File: src/rtl/lemt_pkg.sv
`default_nettype none
package lemt_pkg;

  localparam int SAMPLE_BITS = 10;
  localparam int WINDOW_LEN  = 5;
  localparam int TS_BITS     = 32;
  localparam int THR_BITS    = 10;
  localparam int CFG_DATA_BITS = 32;
  localparam int CFG_IDX_BITS  = 1;

  localparam int POS_BITS = (WINDOW_LEN > 1) ? $clog2(WINDOW_LEN) : 1;
  localparam logic [POS_BITS-1:0] LAST_POS = POS_BITS'(WINDOW_LEN - 1);

  // Window sum and the reciprocal used to divide it by the window length.
  localparam int SUM_BITS   = SAMPLE_BITS + $clog2(WINDOW_LEN);
  localparam int DIV_SH     = SUM_BITS + $clog2(WINDOW_LEN) + 1;
  localparam int RECIP_BITS = DIV_SH + 1;
  localparam int PROD_BITS  = SUM_BITS + RECIP_BITS;
  localparam logic [RECIP_BITS-1:0] RECIP =
    RECIP_BITS'(((64'd1 << DIV_SH) + 64'(WINDOW_LEN) - 64'd1) / 64'(WINDOW_LEN));

  localparam logic [CFG_IDX_BITS-1:0] CFG_SPAN_THRESHOLD = CFG_IDX_BITS'(0);
  localparam logic [CFG_IDX_BITS-1:0] CFG_ONSET_OFFSET   = CFG_IDX_BITS'(1);

  localparam logic [THR_BITS-1:0] THR_RESET    = THR_BITS'(7);
  localparam logic [TS_BITS-1:0]  OFFSET_RESET = TS_BITS'(4000);

endpackage
`default_nettype wire

File: src/rtl/lemt_if.sv
`default_nettype none
interface lemt_in_if;
  import lemt_pkg::*;
  logic                   valid;
  logic                   ready;
  logic [SAMPLE_BITS-1:0] sample;
  logic [TS_BITS-1:0]     timestamp_us;
  modport source (output valid, output sample, output timestamp_us, input ready);
  modport sink   (input valid, input sample, input timestamp_us, output ready);
endinterface

interface lemt_out_if;
  import lemt_pkg::*;
  logic                   valid;
  logic                   ready;
  logic [SAMPLE_BITS-1:0] top_level;
  logic [SAMPLE_BITS-1:0] bottom_level;
  logic [SAMPLE_BITS-1:0] mid_level;
  logic                   crossing_hit;
  logic [TS_BITS-1:0]     crossing_time;
  logic [TS_BITS-1:0]     onset_estimate;
  modport source (output valid, output top_level, output bottom_level, output mid_level,
                  output crossing_hit, output crossing_time, output onset_estimate,
                  input ready);
  modport sink   (input valid, input top_level, input bottom_level, input mid_level,
                  input crossing_hit, input crossing_time, input onset_estimate,
                  output ready);
endinterface
`default_nettype wire

File: src/rtl/light_edge_midlevel_timestamper_unit.sv
`default_nettype none
// Channel   Direction  Carries
// in_ch     sink       sample, timestamp_us
// out_ch    source     levels, crossing flag, crossing time, onset estimate
// cfg_*     write      span_threshold (index 0), onset_offset (index 1)
//
// An ordinary sample passes from idle through the mid-level and hit steps before
// its result register loads. On the last window position with a new top or bottom
// level it also passes the sum, multiply and average steps: one shared adder sums
// the window one entry per cycle, then one multiply by the window length's reciprocal.
// in_ch.ready is high only while the sequencer is idle; a result waiting on
// out_ch holds the sequencer in its last step. Reset is synchronous, active low.
module light_edge_midlevel_timestamper_unit (
  input  wire logic                               clk,
  input  wire logic                               rst_n,
  lemt_in_if.sink                                 in_ch,
  lemt_out_if.source                              out_ch,
  input  wire logic                               cfg_we,
  input  wire logic [lemt_pkg::CFG_IDX_BITS-1:0]  cfg_index,
  input  wire logic [lemt_pkg::CFG_DATA_BITS-1:0] cfg_data
);
  import lemt_pkg::*;

  typedef enum logic [5:0] {
    ST_IDLE = 6'b000001,
    ST_SUM  = 6'b000010,
    ST_MUL  = 6'b000100,
    ST_AVG  = 6'b001000,
    ST_MID  = 6'b010000,
    ST_HIT  = 6'b100000
  } state_t;

  state_t state_r, state_nxt;

  logic [THR_BITS-1:0]    thr_r;
  logic [TS_BITS-1:0]     off_r;
  logic [SAMPLE_BITS-1:0] s_r, s_nxt;
  logic [TS_BITS-1:0]     ts_r, ts_nxt;
  logic                   upd_top_r, upd_top_nxt;
  logic [POS_BITS-1:0]    idx_r, idx_nxt;
  logic [SUM_BITS-1:0]    acc_r, acc_nxt;
  logic [PROD_BITS-1:0]   prod_r, prod_nxt;
  logic [POS_BITS-1:0]    pos_r, pos_nxt;
  logic [SAMPLE_BITS-1:0] top_r, top_nxt;
  logic [SAMPLE_BITS-1:0] bot_r, bot_nxt;
  logic [SAMPLE_BITS-1:0] mid_r, mid_nxt;
  logic [TS_BITS-1:0]     cross_r, cross_nxt;
  logic [SAMPLE_BITS-1:0] window_r [WINDOW_LEN];

  logic                   out_valid_r, out_valid_nxt;
  logic                   out_hit_r, out_hit_nxt;
  logic [TS_BITS-1:0]     out_onset_r, out_onset_nxt;
  logic [SAMPLE_BITS-1:0] out_top_r, out_top_nxt;
  logic [SAMPLE_BITS-1:0] out_bot_r, out_bot_nxt;
  logic [SAMPLE_BITS-1:0] out_mid_r, out_mid_nxt;

  logic                   win_we;
  logic [SAMPLE_BITS-1:0] win_data;

  logic                   accept;
  logic                   is_new_top, is_new_bot;
  logic [SAMPLE_BITS:0]   span;
  logic [SAMPLE_BITS:0]   diff;
  logic                   hit;
  logic                   out_free;

  assign in_ch.ready = (state_r == ST_IDLE);
  assign accept      = in_ch.valid && (state_r == ST_IDLE);
  assign is_new_top  = in_ch.sample > top_r;
  assign is_new_bot  = in_ch.sample < bot_r;
  assign span        = {1'b0, top_r} - {1'b0, bot_r};
  assign diff        = {1'b0, s_r} - {1'b0, mid_r};
  assign hit         = (diff == '0) || (diff == (SAMPLE_BITS+1)'(1)) || (diff == '1);
  assign out_free    = !out_valid_r || out_ch.ready;

  always_comb begin
    state_nxt     = state_r;
    s_nxt         = s_r;
    ts_nxt        = ts_r;
    upd_top_nxt   = upd_top_r;
    idx_nxt       = idx_r;
    acc_nxt       = acc_r;
    prod_nxt      = prod_r;
    pos_nxt       = pos_r;
    top_nxt       = top_r;
    bot_nxt       = bot_r;
    mid_nxt       = mid_r;
    cross_nxt     = cross_r;
    out_valid_nxt = out_valid_r && !out_ch.ready;
    out_hit_nxt   = out_hit_r;
    out_onset_nxt = out_onset_r;
    out_top_nxt   = out_top_r;
    out_bot_nxt   = out_bot_r;
    out_mid_nxt   = out_mid_r;
    win_we        = 1'b0;
    win_data      = s_r;
    case (state_r)
      ST_IDLE: begin
        if (accept) begin
          s_nxt   = in_ch.sample;
          ts_nxt  = in_ch.timestamp_us;
          idx_nxt = '0;
          acc_nxt = '0;
          if ((pos_r == LAST_POS) && (is_new_top || is_new_bot)) begin
            // The new sample joins the window before the average is taken.
            win_we      = 1'b1;
            win_data    = in_ch.sample;
            upd_top_nxt = is_new_top;
            state_nxt   = ST_SUM;
          end else begin
            state_nxt = ST_MID;
          end
        end
      end
      ST_SUM: begin
        acc_nxt = acc_r + SUM_BITS'(window_r[idx_r]);
        idx_nxt = idx_r + POS_BITS'(1);
        if (idx_r == LAST_POS) begin
          state_nxt = ST_MUL;
        end
      end
      ST_MUL: begin
        prod_nxt  = PROD_BITS'(acc_r) * PROD_BITS'(RECIP);
        state_nxt = ST_AVG;
      end
      ST_AVG: begin
        if (upd_top_r) begin
          top_nxt = prod_r[DIV_SH +: SAMPLE_BITS];
        end else begin
          bot_nxt = prod_r[DIV_SH +: SAMPLE_BITS];
        end
        state_nxt = ST_MID;
      end
      ST_MID: begin
        // A negative span never passes, as its sign bit is set.
        if (!span[SAMPLE_BITS] && (span[SAMPLE_BITS-1:0] > SAMPLE_BITS'(thr_r))) begin
          mid_nxt = top_r - span[SAMPLE_BITS:1];
        end
        state_nxt = ST_HIT;
      end
      ST_HIT: begin
        if (out_free) begin
          win_we        = 1'b1;
          cross_nxt     = hit ? ts_r : cross_r;
          out_valid_nxt = 1'b1;
          out_hit_nxt   = hit;
          out_onset_nxt = (hit ? ts_r : cross_r) - off_r;
          // The levels are held here so the next sample may move them while
          // this result still waits.
          out_top_nxt   = top_r;
          out_bot_nxt   = bot_r;
          out_mid_nxt   = mid_r;
          pos_nxt       = (pos_r == LAST_POS) ? '0 : pos_r + POS_BITS'(1);
          state_nxt     = ST_IDLE;
        end
      end
      default: begin
        state_nxt = ST_IDLE;
      end
    endcase
  end

  always_ff @(posedge clk) begin
    if (!rst_n) begin
      state_r     <= ST_IDLE;
      thr_r       <= THR_RESET;
      off_r       <= OFFSET_RESET;
      pos_r       <= '0;
      top_r       <= '0;
      bot_r       <= '1;
      mid_r       <= '0;
      cross_r     <= '0;
      out_valid_r <= 1'b0;
      for (int k = 0; k < WINDOW_LEN; k++) begin
        window_r[k] <= '0;
      end
    end else begin
      state_r     <= state_nxt;
      pos_r       <= pos_nxt;
      top_r       <= top_nxt;
      bot_r       <= bot_nxt;
      mid_r       <= mid_nxt;
      cross_r     <= cross_nxt;
      out_valid_r <= out_valid_nxt;
      if (win_we) begin
        window_r[pos_r] <= win_data;
      end
      if (cfg_we) begin
        case (cfg_index)
          CFG_SPAN_THRESHOLD: thr_r <= cfg_data[THR_BITS-1:0];
          CFG_ONSET_OFFSET:   off_r <= cfg_data[TS_BITS-1:0];
          default: begin
          end
        endcase
      end
    end
  end

  always_ff @(posedge clk) begin
    s_r         <= s_nxt;
    ts_r        <= ts_nxt;
    upd_top_r   <= upd_top_nxt;
    idx_r       <= idx_nxt;
    acc_r       <= acc_nxt;
    prod_r      <= prod_nxt;
    out_hit_r   <= out_hit_nxt;
    out_onset_r <= out_onset_nxt;
    out_top_r   <= out_top_nxt;
    out_bot_r   <= out_bot_nxt;
    out_mid_r   <= out_mid_nxt;
  end

  assign out_ch.valid          = out_valid_r;
  assign out_ch.top_level      = out_top_r;
  assign out_ch.bottom_level   = out_bot_r;
  assign out_ch.mid_level      = out_mid_r;
  assign out_ch.crossing_hit   = out_hit_r;
  assign out_ch.crossing_time  = cross_r;
  assign out_ch.onset_estimate = out_onset_r;

  // A new result only appears from the final step of the sequencer.
  a_result_from_hit: assert property (@(posedge clk) disable iff (!rst_n)
    $rose(out_valid_r) |-> $past(state_r == ST_HIT))
    else $error("result appeared outside the final step");

  // Tracked levels only move on the averaging step.
  a_top_stable: assert property (@(posedge clk) disable iff (!rst_n)
    ($past(rst_n) && !$past(state_r == ST_AVG)) |-> ($stable(top_r) && $stable(bot_r)))
    else $error("tracked level changed outside the averaging step");

  // The window position moves only when a result is produced.
  a_pos_advance: assert property (@(posedge clk) disable iff (!rst_n)
    ($past(rst_n) && !$stable(pos_r)) |-> $rose(out_valid_r) || $past(out_valid_r && out_ch.ready))
    else $error("window position moved without a result");

  // The summing index never runs past the window.
  a_idx_range: assert property (@(posedge clk) disable iff (!rst_n)
    (state_r == ST_SUM) |-> (idx_r <= LAST_POS))
    else $error("window index out of range");

endmodule
`default_nettype wire
File: src/flat_wrapper.sv
// flat-port wrapper written by rule: the top's interface ports become plain ports
module light_edge_midlevel_timestamper_unit_flat import lemt_pkg::*;
  (clk, rst_n, cfg_we, cfg_index, cfg_data, in_ch_valid, in_ch_sample, in_ch_timestamp_us, in_ch_ready, out_ch_valid, out_ch_top_level, out_ch_bottom_level, out_ch_mid_level, out_ch_crossing_hit, out_ch_crossing_time, out_ch_onset_estimate, out_ch_ready);
  lemt_in_if in_ch_i ();
  lemt_out_if out_ch_i ();
  input  wire logic clk;
  input  wire logic rst_n;
  input  wire logic cfg_we;
  input  wire logic [lemt_pkg::CFG_IDX_BITS-1:0] cfg_index;
  input  wire logic [lemt_pkg::CFG_DATA_BITS-1:0] cfg_data;
  input wire logic [$bits(in_ch_i.valid)-1:0] in_ch_valid;
  input wire logic [$bits(in_ch_i.sample)-1:0] in_ch_sample;
  input wire logic [$bits(in_ch_i.timestamp_us)-1:0] in_ch_timestamp_us;
  output wire logic [$bits(in_ch_i.ready)-1:0] in_ch_ready;
  output wire logic [$bits(out_ch_i.valid)-1:0] out_ch_valid;
  output wire logic [$bits(out_ch_i.top_level)-1:0] out_ch_top_level;
  output wire logic [$bits(out_ch_i.bottom_level)-1:0] out_ch_bottom_level;
  output wire logic [$bits(out_ch_i.mid_level)-1:0] out_ch_mid_level;
  output wire logic [$bits(out_ch_i.crossing_hit)-1:0] out_ch_crossing_hit;
  output wire logic [$bits(out_ch_i.crossing_time)-1:0] out_ch_crossing_time;
  output wire logic [$bits(out_ch_i.onset_estimate)-1:0] out_ch_onset_estimate;
  input wire logic [$bits(out_ch_i.ready)-1:0] out_ch_ready;
  assign in_ch_i.valid = in_ch_valid;
  assign in_ch_i.sample = in_ch_sample;
  assign in_ch_i.timestamp_us = in_ch_timestamp_us;
  assign in_ch_ready = in_ch_i.ready;
  assign out_ch_valid = out_ch_i.valid;
  assign out_ch_top_level = out_ch_i.top_level;
  assign out_ch_bottom_level = out_ch_i.bottom_level;
  assign out_ch_mid_level = out_ch_i.mid_level;
  assign out_ch_crossing_hit = out_ch_i.crossing_hit;
  assign out_ch_crossing_time = out_ch_i.crossing_time;
  assign out_ch_onset_estimate = out_ch_i.onset_estimate;
  assign out_ch_i.ready = out_ch_ready;
  light_edge_midlevel_timestamper_unit u_core (.clk(clk), .rst_n(rst_n), .in_ch(in_ch_i), .out_ch(out_ch_i), .cfg_we(cfg_we), .cfg_index(cfg_index), .cfg_data(cfg_data));
endmodule
File: config.mk
export PLATFORM = sky130hd
export DESIGN_NAME = light_edge_midlevel_timestamper_unit_flat
export DESIGN_NICKNAME = d
export VERILOG_FILES = /design/src/rtl/lemt_pkg.sv /design/src/rtl/lemt_if.sv /design/src/rtl/light_edge_midlevel_timestamper_unit.sv /design/src/flat_wrapper.sv
export SDC_FILE = /design/constraint.sdc
export NUM_CORES = 1
export LEC_CHECK = 0
export ABC_AREA = 1
export BUFFER_PORTS_ARGS = -buffer_cell sky130_fd_sc_hd__buf_2
export CORE_MARGIN = 4
export CORE_UTILIZATION = 63
export DETAILED_ROUTE_END_ITERATION = 8
export PLACE_DENSITY_LB_ADDON = 0.12
export SYNTH_ARGS = -nofsm -noshare
export SYNTH_HDL_FRONTEND = slang
export SYNTH_SLANG_ARGS = --single-unit
File: constraint.sdc
create_clock -name clk -period 12.2 [get_ports clk]
set_input_delay 1.22 -clock clk [delete_from_list [all_inputs] [get_ports clk]]
set_output_delay 1.22 -clock clk [all_outputs]
set_load 0.005 [all_outputs]
==> impl_metrics.json <==
{
  "crit_buf_inv": 2,
  "cts_sinks": 329,
  "path_class": "flip-flop to flip-flop",
  "path_delay_family": "simple AND/OR/NAND/NOR gates",
  "synthToLayoutAreaGrowth_pct": 11.45,
  "ys.flop_type": "edfxtp_1",
  "clock-root-buffer": "clkbuf_16",
  "grt_max_degree": 75,
  "initial_core_util": 0.6397,
  "firstDrtPassIters": 6,
  "max_slew_margin": 0.2779,
  "avgSynthCellArea_sq_um": 8.909,
  "use_met2": 0.4817,
  "drv_cap": 0,
  "critPathSlowestCell": "o311ai_0",
  "hold_violations": 0,
  "grt_busiest_layer": "met2",
  "yosysWarnings": 0,
  "via_per_inst": 5.612,
  "grt_util_met3": 0.03677,
  "grt.total_usage": 0.2766,
  "path_max_fanout": 63,
  "drc": 0,
  "setup.worst_path.start_class": "flip-flop",
  "synth.ff_latch_count": 329,
  "final.setup_skew_ns": 0.02762,
  "syn-num-nets": 2585,
  "wire_per_inst_microns": 17.30,
  "end_kind": "flip-flop",
  "core_area_sq_um": 31560,
  "fmax_mhz": 198.7,
  "antennaDiodeCount": 0,
  "synth_edf_count": 212,
  "postCtsHoldBufs": 0,
  "die_w_microns": 187.0,
  "detail_route.iter0.violations": 1201,
  "worstPathArrival_ns": 5.24,
  "io_buffers": 176,
  "std_cell_rows": 65,
  "leakagePower_nw": 10.44,
  "post-synth-top-count-cell": "inv_1",
  "synth_top_area_frac": 0.3154,
  "period_minus_slack_ns": 5.033,
  "grt_pass1_vias": 15620,
  "ir_drop_v": 0.0003904,
  "clkTransAtPathRegs_ns": 0.06,
  "use_met1": 0.3678,
  "fin_nets": 2748,
  "synthTopCellsByArea": "edfxtp_1, dfxtp_1, ha_1, inv_1, fa_1",
  "cts_made_buffers": 37,
  "gp_congestion": 0.8865,
  "critPathRequiredTime_ns": 12.41,
  "place_hpwl_microns": 37440,
  "p_per_area_nw_per_um2": 190.4,
  "rsz0062_at_grt": "no",
  "async_flop_share": 0,
  "tns_ns": 0,
  "finalPower_w": 0.004284,
  "nFillCells": 2435,
  "io_pins": 177,
  "ant_nets": 0,
  "totalWireLength_microns": 49460,
  "crit_top_cell": "nor2_1",
  "vias": 16050,
  "hold_path.class": "flip-flop to flip-flop",
  "dieArea_sq_um": 34970,
  "layout-drive-gt1-share": 0.1327,
  "drv_slew": 0,
  "setup_viol": 0,
  "cts_resized": 0,
  "period_share": 0.4125,
  "synthDistinctLibCells": 54,
  "status": "completed",
  "grt_overflow": 0,
  "antenna_found_initial": 0,
  "clockBufferDepth": 3,
  "cts_setup_buffers": 0,
  "yosysTopAreaCell": "edfxtp_1",
  "insertion_delay_ns": 0.53,
  "slowest_delay_ns": 0.85,
  "yosysSeqAreaShare": 0.4314,
  "htreeDepth": 2,
  "cts_tree": "yes",
  "synth_area_sq_um": 20190,
  "worstMarginPinSlew_ns": 1.079,
  "synth_commonest_cells": "inv_1, nand2_1, nor2_1",
  "die_h_microns": 187.0,
  "grt_pass1_wl_microns": 79710,
  "syn_inst": 2266,
  "path_cells": "inv_1, ha_1, fa_1, or2_1, nor2_1, nand3_1, nor2_1, nand2_1, nor2_2, nand3_2, nand2_4, o21ai_2, ha_1, nand2_1, nor2_1, inv_1, o311ai_0, xor2_1"
}
registers in the layout, indices dropped and copies added (netlist names), 3 cells and up, named ones only:
name,flops
u_core.window_r,80
u_core.off_r,32
u_core.out_ch.crossing_time,32
u_core.out_ch.onset_estimate,32
u_core.ts_r,32
u_core.acc_r,13
u_core.bot_r,10
u_core.mid_r,10
u_core.out_ch.bottom_level,10
u_core.out_ch.mid_level,10
u_core.out_ch.top_level,10
u_core.prod_r,10
u_core.s_r,10
u_core.thr_r,10
u_core.top_r,10
u_core.state_r,6
u_core.idx_r,3
u_core.pos_r,3
metal layers:
| layer | vias up | share of wire |
|---|---|---|
| li1 | 7865 | - |
| met3 | 91 | 0.052 |
| met2 | 511 | 0.49 |
| met5 | - | 0 |
| met4 | 0 | 0.024 |
| met1 | 7579 | 0.43 |
cell type report:
type | instances | area [sq um] | area share
Multi-Input combinational cell | 1472 | 9668 | 0.4297
Sequential cell | 329 | 8708 | 0.3871
Inverter | 403 | 1513 | 0.06723
Clock buffer | 60 | 1085 | 0.04821
Timing Repair Buffer | 186 | 955.9 | 0.04249
Tap cell | 402 | 503.0 | 0.02236
Clock inverter | 7 | 66.31 | 0.002947
power by group:
group,internal [W],switching (W),leakage [nW]
Combinational,0.000688,0.00121,7.00
Sequential,0.00129,0.0000298,2.89
Clock,0.000630,0.000441,0.560
final timing paths:
kind                                                   start                                    endpoint  slack, ns  cells after the start
worst max-delay path                 u_core.s_r[0]$_DFFE_PP_  u_core.out_ch.onset_estimate[25]$_DFFE_PP_       7.17                     18
worst max register to register       u_core.s_r[0]$_DFFE_PP_  u_core.out_ch.onset_estimate[25]$_DFFE_PP_       7.17                     18
worst min-delay path            u_core.mid_r[3]$_SDFFE_PN0P_        u_core.out_ch.mid_level[3]$_DFFE_PP_       0.43                      0
worst min register to register  u_core.mid_r[3]$_SDFFE_PN0P_        u_core.out_ch.mid_level[3]$_DFFE_PP_       0.43                      0
metrics by stage:
stage / instance area, sq um / util / hold WS (ns) / worst slack [ns] / cells
after global placement: 21350 / 0.6765 / 0.4151 / 7.268 / 2792
after global routing: 22500 / 0.7130 / 0.4383 / 6.880 / 2859
after CTS: 22500 / 0.7130 / 0.4304 / 7.189 / 2859
after detailed placement: 21350 / 0.6765 / 0.4161 / 7.211 / 2792
after floorplan: 20190 / - / 0.4082 / 7.824 / 2266
final: 22500 / 0.7130 / 0.4287 / 7.167 / 2859
placed cells by master, fill, tap and decap left out, types with 20 or more instances in the layout:
cell type | netlist | routed
inv_1 | 385 | 384
nand2_1 | 304 | 303
nor2_1 | 224 | 224
edfxtp_1 | 212 | 212
a21oi_1 | 195 | 195
ha_1 | 180 | 180
buf_2 | 2 | 176
o21ai_0 | 144 | 143
dfxtp_1 | 117 | 117
nand3_1 | 66 | 66
fa_1 | 59 | 59
xor2_1 | 44 | 44
o21ai_2 | 40 | 40
clkbuf_16 | 0 | 39
o21ai_1 | 31 | 32
a31oi_1 | 21 | 21
nand4_1 | 20 | 20
worst reg2reg max path: stages (launching register included):
cell	delay (ns)
edfxtp_1	0.38
inv_1	0.07
ha_1	0.17
fa_1	0.43
or2_1	0.24
nor2_1	0.13
nand3_1	0.10
nor2_1	0.13
nand2_1	0.09
nor2_2	0.10
nand3_2	0.11
nand2_4	0.65
o21ai_2	0.18
ha_1	0.44
nand2_1	0.13
nor2_1	0.21
inv_1	0.10
o311ai_0	0.85
xor2_1	0.20
cells by family after synthesis:
logic type / share of synthesized area
adder cells (fa/ha/maj): 0.1701
AND/OR/NAND/NOR: 0.1389
AO/OA/AOI/OAI: 0.1451
XOR/XNOR: 0.02473
flip-flops: 0.4314
buffers and inverters: 0.08981
Power figures use the tool's default switching activity.
